**config.mk**
```make
export PLATFORM = sky130hd
export DESIGN_NAME = source_text_tokenizer_top
export DESIGN_NICKNAME = d
export VERILOG_FILES = /design/src/rtl/stt_pkg.sv /design/src/rtl/source_text_tokenizer_top.sv
export SDC_FILE = /design/constraint.sdc
export NUM_CORES = 1
export LEC_CHECK = 0
export BUFFER_PORTS_ARGS = -buffer_cell sky130_fd_sc_hd__buf_2
export CORE_ASPECT_RATIO = 1.2
export CORE_MARGIN = 2
export CORE_UTILIZATION = 40
export DETAILED_ROUTE_END_ITERATION = 10
export GPL_ROUTABILITY_DRIVEN = 1
export SYNTH_ARGS = -nofsm -noshare
export SYNTH_HDL_FRONTEND = slang
export SYNTH_SLANG_ARGS = --single-unit
```
**constraint.sdc**
```tcl
create_clock -name clk -period 12.2 [get_ports clk]
set_clock_uncertainty 0.1 [all_clocks]
set_input_delay 1.22 -clock clk [delete_from_list [all_inputs] [get_ports clk]]
set_output_delay 1.22 -clock clk [all_outputs]
set_load 0.02 [all_outputs]
```
**src/rtl/stt_pkg.sv**
```systemverilog
// package for the source text tokenizer: token kinds, lexer modes and byte classes
// no dependencies
`default_nettype none

package stt_pkg;

    localparam int INT_WIDTH   = 32;
    localparam int VALUE_WIDTH = 32;
    localparam int KIND_WIDTH  = 4;
    localparam int MAX_RESULTS = 6;
    localparam int KW_LEN      = 5;
    localparam int CNT_WIDTH   = $clog2(MAX_RESULTS + 1);
    localparam int KW_WIDTH    = $clog2(KW_LEN + 1);

    typedef enum logic [KIND_WIDTH-1:0] {
        KIND_EOF     = 4'd0,
        KIND_INT     = 4'd1,
        KIND_ID_CHAR = 4'd2,
        KIND_ID_END  = 4'd3,
        KIND_KW      = 4'd4,
        KIND_STR     = 4'd5,
        KIND_STR_END = 4'd6,
        KIND_LPAREN  = 4'd7,
        KIND_RPAREN  = 4'd8,
        KIND_UNKNOWN = 4'd9
    } kind_t;

    typedef enum logic [4:0] {
        MODE_IDLE = 5'b00001,
        MODE_INT  = 5'b00010,
        MODE_ID   = 5'b00100,
        MODE_STR  = 5'b01000,
        MODE_ESC  = 5'b10000
    } mode_t;

    localparam logic [7:0] CH_QUOTE  = 8'h22;
    localparam logic [7:0] CH_BSLASH = 8'h5c;
    localparam logic [7:0] CH_LPAREN = 8'h28;
    localparam logic [7:0] CH_RPAREN = 8'h29;
    localparam logic [7:0] CH_UNDER  = 8'h5f;

    function automatic logic is_digit(input logic [7:0] c);
        return (c >= 8'h30) && (c <= 8'h39);
    endfunction

    function automatic logic is_alpha(input logic [7:0] c);
        return ((c >= 8'h61) && (c <= 8'h7a)) || ((c >= 8'h41) && (c <= 8'h5a));
    endfunction

    function automatic logic is_space(input logic [7:0] c);
        return (c == 8'h20) || ((c >= 8'h09) && (c <= 8'h0d));
    endfunction

    function automatic logic is_id_start(input logic [7:0] c);
        return is_alpha(c) || (c == CH_UNDER);
    endfunction

    function automatic logic is_id_char(input logic [7:0] c);
        return is_alpha(c) || is_digit(c) || (c == CH_UNDER);
    endfunction

    // letters of the keyword print
    function automatic logic [7:0] kw_char(input logic [KW_WIDTH-1:0] idx);
        logic [7:0] ch;
        case (idx)
            3'd0:    ch = 8'h70;
            3'd1:    ch = 8'h72;
            3'd2:    ch = 8'h69;
            3'd3:    ch = 8'h6e;
            3'd4:    ch = 8'h74;
            default: ch = 8'h00;
        endcase
        return ch;
    endfunction

    function automatic logic [7:0] unescape(input logic [7:0] c);
        logic [7:0] r;
        case (c)
            8'h6e:   r = 8'd10;
            8'h72:   r = 8'd13;
            8'h74:   r = 8'd9;
            default: r = c;
        endcase
        return r;
    endfunction

endpackage

`default_nettype wire

```
**src/rtl/source_text_tokenizer_top.sv**
```systemverilog
// source text tokenizer: one byte or end marker in, a burst of token results out
// results of an item appear in the cycle after it is accepted (registered)
// throughput: one item per cycle while out_ready is high and items give at most
//   one result each; an item giving more holds the input while the buffer drains
// reset: rst_n asynchronous, active low; lexer idle, buffer empty
// depends on stt_pkg
`default_nettype none

module source_text_tokenizer_top (
    input  wire logic                           clk,
    input  wire logic                           rst_n,
    input  wire logic                           in_valid,
    output logic                                in_ready,
    input  wire logic [7:0]                     char_in,
    input  wire logic                           end_in,
    output logic                                out_valid,
    input  wire logic                           out_ready,
    output logic [stt_pkg::KIND_WIDTH-1:0]      kind,
    output logic [stt_pkg::VALUE_WIDTH-1:0]     value,
    output logic                                last
);
    import stt_pkg::*;

    mode_t                  mode_reg, mode_next;
    logic [INT_WIDTH-1:0]   accum_reg, accum_next;
    logic [KW_WIDTH-1:0]    kw_reg, kw_next;
    logic                   div_reg, div_next;

    kind_t                  buf_kind_reg  [MAX_RESULTS];
    logic [VALUE_WIDTH-1:0] buf_value_reg [MAX_RESULTS];
    logic [CNT_WIDTH-1:0]   buf_cnt_reg, buf_cnt_next;
    logic [CNT_WIDTH-1:0]   buf_rd_reg, buf_rd_next;

    kind_t                  res_kind  [MAX_RESULTS];
    logic [VALUE_WIDTH-1:0] res_value [MAX_RESULTS];
    logic [CNT_WIDTH-1:0]   res_cnt;

    logic in_take, out_take, rd_last, do_idle;

    assign out_valid = (buf_rd_reg != buf_cnt_reg);
    assign rd_last   = (buf_rd_reg == buf_cnt_reg - CNT_WIDTH'(1));
    assign out_take  = out_valid && out_ready;
    assign in_ready  = !out_valid || (out_take && rd_last);
    assign in_take   = in_valid && in_ready;

    assign kind  = buf_kind_reg[buf_rd_reg[CNT_WIDTH-1:0]];
    assign value = buf_value_reg[buf_rd_reg[CNT_WIDTH-1:0]];
    assign last  = rd_last;

    // token results of one item, in order
    always_comb
    begin
        mode_next  = mode_reg;
        accum_next = accum_reg;
        kw_next    = kw_reg;
        div_next   = div_reg;
        res_cnt    = '0;
        do_idle    = 1'b0;
        for (int i = 0; i < MAX_RESULTS; i++)
        begin
            res_kind[i]  = KIND_EOF;
            res_value[i] = '0;
        end

        if (end_in)
        begin
            unique case (mode_reg)
                MODE_INT:
                begin
                    res_kind[res_cnt]  = KIND_INT;
                    res_value[res_cnt] = VALUE_WIDTH'(accum_reg);
                    res_cnt            = res_cnt + CNT_WIDTH'(1);
                    accum_next         = '0;
                end
                MODE_ID:
                begin
                    if (!div_reg && kw_reg == KW_WIDTH'(KW_LEN))
                    begin
                        res_kind[res_cnt] = KIND_KW;
                        res_cnt           = res_cnt + CNT_WIDTH'(1);
                    end
                    else
                    begin
                        if (!div_reg)
                        begin
                            for (int i = 0; i < KW_LEN; i++)
                            begin
                                if (KW_WIDTH'(i) < kw_reg)
                                begin
                                    res_kind[res_cnt]  = KIND_ID_CHAR;
                                    res_value[res_cnt] = VALUE_WIDTH'(kw_char(KW_WIDTH'(i)));
                                    res_cnt            = res_cnt + CNT_WIDTH'(1);
                                end
                            end
                        end
                        res_kind[res_cnt] = KIND_ID_END;
                        res_cnt           = res_cnt + CNT_WIDTH'(1);
                    end
                    kw_next  = '0;
                    div_next = 1'b0;
                end
                MODE_STR, MODE_ESC:
                begin
                    res_kind[res_cnt] = KIND_STR_END;
                    res_cnt           = res_cnt + CNT_WIDTH'(1);
                end
                default:
                begin
                end
            endcase
            mode_next         = MODE_IDLE;
            res_kind[res_cnt] = KIND_EOF;
            res_cnt           = res_cnt + CNT_WIDTH'(1);
        end
        else
        begin
            unique case (mode_reg)
                MODE_INT:
                begin
                    if (is_digit(char_in))
                    begin
                        accum_next = (accum_reg << 3) + (accum_reg << 1)
                                   + INT_WIDTH'(char_in - 8'h30);
                    end
                    else
                    begin
                        res_kind[res_cnt]  = KIND_INT;
                        res_value[res_cnt] = VALUE_WIDTH'(accum_reg);
                        res_cnt            = res_cnt + CNT_WIDTH'(1);
                        accum_next         = '0;
                        do_idle            = 1'b1;
                    end
                end
                MODE_ID:
                begin
                    if (is_id_char(char_in))
                    begin
                        if (div_reg)
                        begin
                            res_kind[res_cnt]  = KIND_ID_CHAR;
                            res_value[res_cnt] = VALUE_WIDTH'(char_in);
                            res_cnt            = res_cnt + CNT_WIDTH'(1);
                        end
                        else if (kw_reg < KW_WIDTH'(KW_LEN) && char_in == kw_char(kw_reg))
                        begin
                            kw_next = kw_reg + KW_WIDTH'(1);
                        end
                        else
                        begin
                            for (int i = 0; i < KW_LEN; i++)
                            begin
                                if (KW_WIDTH'(i) < kw_reg)
                                begin
                                    res_kind[res_cnt]  = KIND_ID_CHAR;
                                    res_value[res_cnt] = VALUE_WIDTH'(kw_char(KW_WIDTH'(i)));
                                    res_cnt            = res_cnt + CNT_WIDTH'(1);
                                end
                            end
                            res_kind[res_cnt]  = KIND_ID_CHAR;
                            res_value[res_cnt] = VALUE_WIDTH'(char_in);
                            res_cnt            = res_cnt + CNT_WIDTH'(1);
                            div_next           = 1'b1;
                            kw_next            = '0;
                        end
                    end
                    else
                    begin
                        if (!div_reg && kw_reg == KW_WIDTH'(KW_LEN))
                        begin
                            res_kind[res_cnt] = KIND_KW;
                            res_cnt           = res_cnt + CNT_WIDTH'(1);
                        end
                        else
                        begin
                            if (!div_reg)
                            begin
                                for (int i = 0; i < KW_LEN; i++)
                                begin
                                    if (KW_WIDTH'(i) < kw_reg)
                                    begin
                                        res_kind[res_cnt]  = KIND_ID_CHAR;
                                        res_value[res_cnt] =
                                            VALUE_WIDTH'(kw_char(KW_WIDTH'(i)));
                                        res_cnt            = res_cnt + CNT_WIDTH'(1);
                                    end
                                end
                            end
                            res_kind[res_cnt] = KIND_ID_END;
                            res_cnt           = res_cnt + CNT_WIDTH'(1);
                        end
                        kw_next  = '0;
                        div_next = 1'b0;
                        do_idle  = 1'b1;
                    end
                end
                MODE_STR:
                begin
                    if (char_in == CH_QUOTE)
                    begin
                        res_kind[res_cnt] = KIND_STR_END;
                        res_cnt           = res_cnt + CNT_WIDTH'(1);
                        mode_next         = MODE_IDLE;
                    end
                    else if (char_in == CH_BSLASH)
                    begin
                        mode_next = MODE_ESC;
                    end
                    else
                    begin
                        res_kind[res_cnt]  = KIND_STR;
                        res_value[res_cnt] = VALUE_WIDTH'(char_in);
                        res_cnt            = res_cnt + CNT_WIDTH'(1);
                    end
                end
                MODE_ESC:
                begin
                    res_kind[res_cnt]  = KIND_STR;
                    res_value[res_cnt] = VALUE_WIDTH'(unescape(char_in));
                    res_cnt            = res_cnt + CNT_WIDTH'(1);
                    mode_next          = MODE_STR;
                end
                default:
                begin
                    do_idle = 1'b1;
                end
            endcase

            // byte seen from idle, or the byte that ended a number or identifier
            if (do_idle)
            begin
                mode_next = MODE_IDLE;
                if (is_space(char_in))
                begin
                end
                else if (is_digit(char_in))
                begin
                    mode_next  = MODE_INT;
                    accum_next = INT_WIDTH'(char_in - 8'h30);
                end
                else if (is_id_start(char_in))
                begin
                    mode_next = MODE_ID;
                    if (char_in == kw_char('0))
                    begin
                        kw_next  = KW_WIDTH'(1);
                        div_next = 1'b0;
                    end
                    else
                    begin
                        res_kind[res_cnt]  = KIND_ID_CHAR;
                        res_value[res_cnt] = VALUE_WIDTH'(char_in);
                        res_cnt            = res_cnt + CNT_WIDTH'(1);
                        kw_next            = '0;
                        div_next           = 1'b1;
                    end
                end
                else if (char_in == CH_QUOTE)
                begin
                    mode_next = MODE_STR;
                end
                else if (char_in == CH_LPAREN)
                begin
                    res_kind[res_cnt] = KIND_LPAREN;
                    res_cnt           = res_cnt + CNT_WIDTH'(1);
                end
                else if (char_in == CH_RPAREN)
                begin
                    res_kind[res_cnt] = KIND_RPAREN;
                    res_cnt           = res_cnt + CNT_WIDTH'(1);
                end
                else
                begin
                    res_kind[res_cnt] = KIND_UNKNOWN;
                    res_cnt           = res_cnt + CNT_WIDTH'(1);
                end
            end
        end
    end

    always_comb
    begin
        buf_cnt_next = buf_cnt_reg;
        buf_rd_next  = buf_rd_reg;
        if (in_take)
        begin
            buf_cnt_next = res_cnt;
            buf_rd_next  = '0;
        end
        else if (out_take)
        begin
            if (rd_last)
            begin
                buf_cnt_next = '0;
                buf_rd_next  = '0;
            end
            else
            begin
                buf_rd_next = buf_rd_reg + CNT_WIDTH'(1);
            end
        end
    end

    always_ff @(posedge clk or negedge rst_n)
    begin
        if (!rst_n)
        begin
            mode_reg    <= MODE_IDLE;
            accum_reg   <= '0;
            kw_reg      <= '0;
            div_reg     <= 1'b0;
            buf_cnt_reg <= '0;
            buf_rd_reg  <= '0;
        end
        else
        begin
            buf_cnt_reg <= buf_cnt_next;
            buf_rd_reg  <= buf_rd_next;
            if (in_take)
            begin
                mode_reg  <= mode_next;
                accum_reg <= accum_next;
                kw_reg    <= kw_next;
                div_reg   <= div_next;
            end
        end
    end

    // result buffer payload
    always_ff @(posedge clk)
    begin
        if (in_take)
        begin
            for (int i = 0; i < MAX_RESULTS; i++)
            begin
                buf_kind_reg[i]  <= res_kind[i];
                buf_value_reg[i] <= res_value[i];
            end
        end
    end

    a_cnt_range: assert property (@(posedge clk) disable iff (!rst_n)
        buf_cnt_reg <= CNT_WIDTH'(MAX_RESULTS) && buf_rd_reg <= buf_cnt_reg)
        else $error("result buffer pointers out of range");

    a_eof_follows: assert property (@(posedge clk) disable iff (!rst_n)
        (in_valid && in_ready && end_in) |=> out_valid)
        else $error("end marker gave no result");

    a_kw_range: assert property (@(posedge clk) disable iff (!rst_n)
        kw_reg <= KW_WIDTH'(KW_LEN))
        else $error("keyword match count out of range");

    a_div_excl: assert property (@(posedge clk) disable iff (!rst_n)
        !(div_reg && kw_reg != '0))
        else $error("diverged identifier still holds keyword chars");

    a_id_state: assert property (@(posedge clk) disable iff (!rst_n)
        (mode_reg != MODE_ID) |-> (!div_reg && kw_reg == '0))
        else $error("identifier state left over outside identifier");

endmodule

`default_nettype wire
```
[After elaboration in Yosys (flattened, before gate mapping)]
Memory sizes are Yosys's and may differ from the RTL's.
Index checks and enable logic that the tools add are counted.
Cells by class
  add/sub/neg operators: 23
  magnitude comparators: 48
  equality and inequality tests: 25
  multiplexer cells: 488
  bitwise operators: 76
  reduce and logical (&&, ||, !) cells: 44
Operators with widths (number)
  $mux W192: 71
  $bwmux W192: 14
  $mux W24: 79
  $demux W32 S3: 14
  $mux W32: 36
  $mux W160: 4
  $mux W8: 58
  $mux W3: 112
  $and A18 B18 Y18: 15
  $not A18 Y18: 15
  $demux W4 S3: 17
  $mux W4: 38
  $mux W20: 7
  $pmux W32 S4: 1
  $or A6 B6 Y6: 15
  $ge A4 B4 Y1 const B: 17
  $lt A4 B1 Y1 const B: 17
  $not A3 Y4: 17
  $add A32 B32 Y32: 2
  $pmux W32 S2: 1
  $add A3 B1 Y3 const B: 19
  $eq A8 B7 Y1 const B: 6
  $and A12 B12 Y12: 3
  $not A12 Y12: 3
  53 further kinds: 123
Storage, ports and cells
  bits in registers: 47
  RAM bits: 216
  input port bits: 13
  memories kept: 2
Memories
  buf_value_reg: depth 6, width 32, read ports 1, clocked after memory_dff 0, wr ports 6, RTL line source_text_tokenizer_top.sv:30  | logic [VALUE_WIDTH-1:0] buf_value_reg [MAX_RESULTS];
  buf_kind_reg: depth 6, width 4, read ports 1, clocked after memory_dff 0, wr ports 6, RTL line source_text_tokenizer_top.sv:29  | kind_t buf_kind_reg [MAX_RESULTS];

[Logic depth before layout (Yosys ltp)]
Gate-level depths: netlist (run 1).
  depth in word-level cells: 64
  gate-level depth with buffers: 17

[Worst setup path before layout (run 1)]
Ideal clock, no wire load.
  path kind: input-to-reg
  start: input port char_in[4]
  end: register accum_reg[23]
  library setup time: 0.126 ns
  data arrival time: 6.616 ns
  data required time: 11.974 ns
  slack: 5.358 ns
  stages: 14
  path through: ha_1 nor3_1 fa_1 ha_1 a21o_1 a211oi_1 nor2_1 a211oi_1 a21oi_1 nor3_1 o21ai_0 a21oi_1 xnor2_1 a221o_1
Between the ends
  longest elaborated chain between the ends: 10
  elaborated cells between the ends (all ways): 30
Ends and longest elaborated chain
  start: declaration: RTL line source_text_tokenizer_top.sv:14  | input wire logic [7:0] char_in,
  parallel branches: the longest is 8 deep, another holds $add A32 B32 Y32
  $mux W32 *: RTL line source_text_tokenizer_top.sv:229  | if (do_idle)
  $mux W32 *: RTL line source_text_tokenizer_top.sv:65  | if (end_in)
  end signal: assignment: RTL line source_text_tokenizer_top.sv:321  | accum_reg <= accum_next;
  end: declaration: RTL line source_text_tokenizer_top.sv:25  | logic [INT_WIDTH-1:0] accum_reg, accum_next;
Mark *: on every way between the ends. The select of a mux whose other input is x is not followed.
A chain may end at the register's enable or synchronous reset.

==> qor.yml, run 1 <==
synth_area_leaders: "edfxtp_1 28%, dfrtp_1 11%, ha_1 5.6%"
first_pass_iters: 5
num_vias: 8689
io_pins: 52
hold_path_class: "register to register"
wirelength_mm: 30.5
p_sw_uw: 1190
cp_data_required_time_ns: 12.30
seq_area_frac_synth: 0.387
ir_drop_v: 0.000119
cp-endpoint: "buf_value_reg[0][3]$_DFFE_PP_"
clock_latency_ns: 0.43
critPathKind: "input port to register"
critPathLaunchType: "input port"
synth_flop_cell: "edfxtp_1"
grt_use_total: 0.230
area_growth_syn_to_layout_pct: 11.0
status: "complete, no violations"
clockRootBuffer: "clkbuf_16"
remaining_drc_errors: 0
cp-startpoint: "char_in[5]"
total_power_uw: 2760
nNetsFinal: 1199
die_area_sq_um: 27500
r2r_start: "kw_reg[0]$_DFFE_PN0P_"
fin_tns_setup_ns: 0
layoutNonFillerInstCount: 1453
cts_hold_buf: 0
synth-async-reset-ratio: 0.329
grt_pass1_wl_mm: 48.7
r2r-end: "buf_value_reg[0][3]$_DFFE_PP_"
place.gp.congestion: 0.929
place_ws_ns: 6.69
top_usage_layer: "met2"
end_kind: "register"
largest_register_ffs: 72
cts_resized: 0
port_buffers: 51
cts_made_buffers: 17
drtIter0Drc: 782
met1_usage: 0.295
synth_edf_count: 96
row_count: 64
htree_levels: 4
antenna_found_initial: 0
drt-vias-per-instance: 5.98
cts_setup_buffers: 0
fmax_mhz: 191
hpwl_mm: 21.7
ys_warn_count: 0
drive_above_1_share: 0.114
pwr-share-clk: 0.197
start_util: 0.409
p_comb_frac: 0.479
seqPwrFrac: 0.324
critical_path_arrival_ns: 5.33
synth-seq-cells: 143
tightest_slew_ns: 1.11
dieHeight_microns: 181
relSlewSlack: 0.259
max_cap_viol_count: 0
yosys.area.top_type: "edfxtp_1"
powerDensity_nw_per_um2: 237
power.internal_uw: 1570
cp_slowest_stage_delay_ns: 0.82
syn_avg_cell_area_sq_um: 9.66
die_w_microns: 152
grt_max_degree: 61
p_sw_frac: 0.433
grt_pass1_vias: 8637
met2_usage: 0.387
clk_path_buf_depth: 2
placed_cells: 1420
postRouteAntennaNets: 0
use_met3: 0.0338
cts_tree: "done"
fin_util: 0.454
synth.distinct_cells: 86
leakage_uw: 0.00481
drv_slew: 0
cpMostUsedCell: "nand2_1"
post_drt_wl_per_cell_microns: 21.0
path_max_fanout: 19
clk_pin_slew_ns: 0.07
netlist_area_sq_um: 10500
cpMaxStageDelayCell: "o2111ai_1"
synthCells: 1085
overflow: 0
setup_viol: 0
hold_violations: 0
num_antenna_cells: 0
synth_top_area_frac: 0.275
r2r.worst_path.cells: 12
layout_setup_ws_ns: 6.97
finalCritPeriodShare: 0.429
rsz0062_at_grt: "no"
clock_sink_count: 143
cp_cell_sequence: "buf_2 -> ha_1 -> nand2_1 -> o2111ai_1 -> a41oi_4 -> o211ai_1 -> nand2_1 -> nor2_1 -> nor3_1 -> o31ai_1"
layout_min_cycle_time_ns: 5.23
ff2ff_setup_slack_ns: 7.02
core-area_sq_um: 25600
## power by group through the flow
stage	sequential [uW]	combinational, uW	clock (uW)
finish	893	1320	544
global route	919	1480	569
CTS	897	1330	550
detailed placement	904	1320	0
global placement	899	1310	0
floorplan	840	999	0
## worst min path at each step
stage,startpoint,end,slack [ns],cells past startpoint
after floorplan,mode_reg[0]$_DFFE_PN1P_,mode_reg[0]$_DFFE_PN1P_,0.37,2
after global placement,mode_reg[0]$_DFFE_PN1P_,mode_reg[0]$_DFFE_PN1P_,0.39,2
after CTS,mode_reg[0]$_DFFE_PN1P_,mode_reg[0]$_DFFE_PN1P_,0.40,2
final,mode_reg[0]$_DFFE_PN1P_,mode_reg[0]$_DFFE_PN1P_,0.40,2
after global routing,mode_reg[0]$_DFFE_PN1P_,mode_reg[0]$_DFFE_PN1P_,0.45,2
after detailed placement,mode_reg[0]$_DFFE_PN1P_,mode_reg[0]$_DFFE_PN1P_,0.40,2
## synthesized netlist by cell type (5+ instances only)
library cell,number
fa_1,29
a211oi_1,7
or3_1,6
nand2_1,74
edfxtp_1,96
o31ai_1,12
and2_1,58
nor2_1,111
nand4_1,6
clkbuf_1,47
and3_1,21
mux4_2,12
a21o_1,11
nor4_1,6
o21ai_0,70
o22ai_1,6
o21a_1,9
mux2i_1,18
a221oi_1,5
o221ai_1,5
nor3_1,28
o211ai_1,6
buf_2,9
nor2b_1,12
nand2b_1,14
a31oi_1,8
a221o_1,20
inv_1,36
a21oi_1,89
dfrtp_1,46
xor2_1,16
ha_1,47
xnor2_1,25
nand3_1,28
## cells by family after synthesis
group                    Yosys count  synth area share
multiplexers                      31            0.0440
other                              1          0.000358
AND/OR/NAND/NOR                  388             0.187
AO/OA/AOI/OAI                    304             0.197
buffers and inverters            101            0.0387
flip-flops                       143             0.387
XOR/XNOR                          41            0.0343
adder cells (fa/ha/maj)           76             0.111
## final cells by class
| class | instances | area, sq um |
|---|---|---|
| sequential | 143 | 4060 |
| timing repair buffer | 63 | 349 |
| clock inverter | 9 | 91.3 |
| inverter | 40 | 153 |
| fill | 2499 | 14000 |
| clock buffer | 23 | 526 |
| tap | 330 | 413 |
| multi-input combinational | 845 | 6040 |
## routing by layer
| layer | vias up | part of all wire |
|---|---|---|
| li1 | 4059 | - |
| met1 | 4244 | 0.41 |
| met2 | 312 | 0.50 |
| met3 | 74 | 0.051 |
| met4 | 0 | 0.036 |
| met5 | - | 0 |
## worst max-delay path, delay by kind of cell
family,cells,cell delay (ns)
adders and majority gates,1,0.36
buffers and inverters,1,0.25
and+or+nand+nor,4,0.94
AOI/OAI and AO/OA,4,2.55
## placed cells by master (no fill, tap or decap), types with 5 or more instances in the layout
| cell | count |
|---|---|
| a211oi_1 | 7 |
| a21o_1 | 11 |
| a21oi_1 | 88 |
| a221o_1 | 20 |
| a221oi_1 | 5 |
| a31oi_1 | 8 |
| and2_1 | 58 |
| and3_1 | 21 |
| buf_2 | 51 |
| buf_4 | 11 |
| clkbuf_16 | 20 |
| conb_1 | 5 |
| dfrtp_1 | 45 |
| edfxtp_1 | 96 |
| fa_1 | 29 |
| ha_1 | 47 |
| inv_1 | 36 |
| mux2i_1 | 18 |
| mux4_2 | 12 |
| nand2_1 | 74 |
| nand2b_1 | 14 |
| nand3_1 | 28 |
| nand4_1 | 6 |
| nor2_1 | 111 |
| nor2b_1 | 12 |
| nor3_1 | 26 |
| nor4_1 | 6 |
| o211ai_1 | 6 |
| o21a_1 | 9 |
| o21ai_0 | 70 |
| o221ai_1 | 5 |
| o22ai_1 | 6 |
| o31ai_1 | 12 |
| or3_1 | 6 |
| xnor2_1 | 25 |
| xor2_1 | 16 |
## through the flow
| step | instance area, sq um | hold WS, ns |
|---|---|---|
| CTS | 11600 | 0.404 |
| detailed placement | 11000 | 0.395 |
| global route | 11600 | 0.453 |
| global placement | 11000 | 0.393 |
| finish | 11600 | 0.400 |
| floorplan | 10500 | 0.372 |
(Power assumes the default switching activity.)
==> run 2: changes to the inputs <==
Clock period 12.2 ns to 4.91 ns, I/O delays scaled along.
==> run 2 against run 1 <==
Against the previous run: non-clock buffer count is 20 higher; setup slack worse by 6.5 ns; worst hold slack worse by 0.32 ns; critical endpoint is now buf_value_reg[5][5]$_DFFE_PP_.
==> qor.yml, run 2 (synthesized netlist as in run 1, its figures left out) <==
status: "complete, no violations"  # unchanged
max_cap_viol_count: 0  # unchanged
num_vias: 8739  # was 8689
mostFrequentLayoutCell: "nor2_1"  # unchanged
cp-startpoint: "kw_reg[1]$_DFFE_PN0P_"  # was char_in[5]
nNetsFinal: 1219  # was 1199
critPathLaunchType: "register"  # was input port
clk_pin_slew_ns: 0.07  # about the same
drive_above_1_share: 0.129  # was 0.114
grt_use_total: 0.228  # was 0.230
critical_path_arrival_ns: 4.48  # was 5.33 ns
place.gp.congestion: 0.943  # was 0.929
first_pass_iters: 7  # was 5
htree_levels: 4  # unchanged
clock_latency_ns: 0.43  # about the same
leakage_uw: 0.00490  # was 0.00481 uW
hold_path_class: "input port to async pin"  # was register to register
remaining_drc_errors: 0  # unchanged
dieHeight_microns: 181  # unchanged
die_area_sq_um: 27500  # unchanged
drt-vias-per-instance: 5.93  # was 5.98
grt_pass1_wl_mm: 49.2  # was 48.7 mm
start_util: 0.409  # unchanged
ff2ff_setup_slack_ns: 0.51  # was 7.02 ns
overflow: 0  # unchanged
fin_tns_setup_ns: 0  # unchanged
cts_made_buffers: 17  # unchanged
grt_pass1_vias: 8964  # was 8637
clock_sink_count: 143  # unchanged
post_drt_wl_per_cell_microns: 20.5  # was 21.0 microns
hold_violations: 0  # unchanged
largest_register_ffs: 72  # unchanged
cts_setup_buffers: 0  # unchanged
r2r.worst_path.cells: 11  # was 12
postRouteAntennaNets: 0  # unchanged
drtIter0Drc: 742  # was 782
r2r-end: "buf_value_reg[5][5]$_DFFE_PP_"  # was buf_value_reg[0][3]$_DFFE_PP_
cts_resized: 0  # unchanged
most-common-layout-cells: "111 x nor2_1, 96 x edfxtp_1, 88 x a21oi_1, 74 x nand2_1, 70 x o21ai_0"  # unchanged
port_buffers: 51  # unchanged
hpwl_mm: 22.0  # was 21.7 mm
drv_slew: 0  # unchanged
layout_setup_ws_ns: 0.512  # was 6.97 ns
fillers: 2474  # was 2499
layout_min_cycle_time_ns: 4.40
core-area_sq_um: 25600  # unchanged
relSlewSlack: 0.330  # was 0.259
critPathKind: "register to register"  # was input port to register
cp-endpoint: "buf_value_reg[5][5]$_DFFE_PP_"  # was buf_value_reg[0][3]$_DFFE_PP_
antenna_found_initial: 0  # unchanged
rsz0062_at_grt: "no"  # unchanged
tightest_slew_ns: 0.997  # was 1.11 ns
r2r_start: "kw_reg[1]$_DFFE_PN0P_"  # was kw_reg[0]$_DFFE_PN0P_
io_pins: 52  # unchanged
setup_viol: 0  # unchanged
num_antenna_cells: 0  # unchanged
wirelength_mm: 30.3  # was 30.5 mm
die_w_microns: 152  # unchanged
ir_drop_v: 0.000308  # was 0.000119 V
cts_tree: "done"  # unchanged
clk_path_buf_depth: 2  # unchanged
cp_data_required_time_ns: 4.99  # was 12.30 ns
grt_max_degree: 79  # was 61
multi_input_area_sq_um: 6060  # was 6040 sq um
end_kind: "register"  # unchanged
ff_latch_area_sq_um: 4060  # unchanged
row_count: 64  # unchanged
path_max_fanout: 9  # was 19
fmax_mhz: 227
hold_slack_ns: 0.0812  # was 0.400 ns
place_ws_ns: 0.350  # was 6.69 ns
finalCritPeriodShare: 0.896
cts_hold_buf: 0  # unchanged
area_growth_syn_to_layout_pct: 12.3  # was 11.0%
clockRootBuffer: "clkbuf_16"  # unchanged
powerDensity_nw_per_um2: 583  # was 237 nW/um^2
-- run 2: cell count changes in the layout (fill, tap and decap cells not counted), sizes merged --
cell    previous run  this run
buf               63        83
clkbuf            23        22
bufinv             1         0
inv               43        45
-- run 2: critical path: stages, from the launching register on --
cell and delay, ns:
dfrtp_1 0.52, inv_1 0.17, ha_1 0.26, or4_1 0.48, o31a_1 0.13, or4_1 0.56
nor3b_4 0.22, a31oi_4 0.29, inv_2 0.10, or3_1 0.42, o32a_1 0.44, nor4_2 0.44
-- run 2: layout make-up --
class	instances	area share
multi-input combinational	845	0.514
sequential	143	0.345
clock buffer	22	0.0435
timing repair buffer	83	0.0431
tap	330	0.0351
inverter	40	0.0130
clock inverter	10	0.00595
-- run 2: where the power goes --
part / leakage, uW / total (uW) / internal (uW) / switching, uW
Sequential: 0.00156 / 2140 / 1860 / 274
Combinational: 0.00305 / 3430 / 1270 / 2160
Clock: 0.000295 / 1290 / 747 / 548
Total: 0.00490 / 6860 / 3880 / 2980
-- run 2: metrics by stage --
step                cell area [sq um]  total power, uW  utilization  std cells
floorplan                       10500             4550            -       1089
global placement                11200             5550        0.437       1441
detailed placement              11200             5600        0.437       1441
CTS                             11800             6910        0.459       1473
global route                    11800             7380        0.459       1473
finish                          11800             6860        0.459       1473
-- run 2: worst min path at each step --
stage	to	slack [ns]
2_1_floorplan	accum_reg[0]$_DFFE_PN0P_	0.1
3_3_place_gp	mode_reg[0]$_DFFE_PN1P_	0.39
3_5_place_dp	mode_reg[0]$_DFFE_PN1P_	0.40
4_1_cts	buf_rd_reg[2]$_DFFE_PN0P_	0.10
5_1_grt	buf_rd_reg[1]$_DFFE_PN0P_	0.12
6_report	buf_rd_reg[2]$_DFFE_PN0P_	0.08
-- run 2: routing by layer --
metal	vias to the layer above	global-route usage	share of wire
met1	4220	0.285	0.41
met4	0	0.112	0.048
met2	331	0.385	0.50
li1	4100	-	-
met5	-	0	0
met3	88	0.0313	0.048
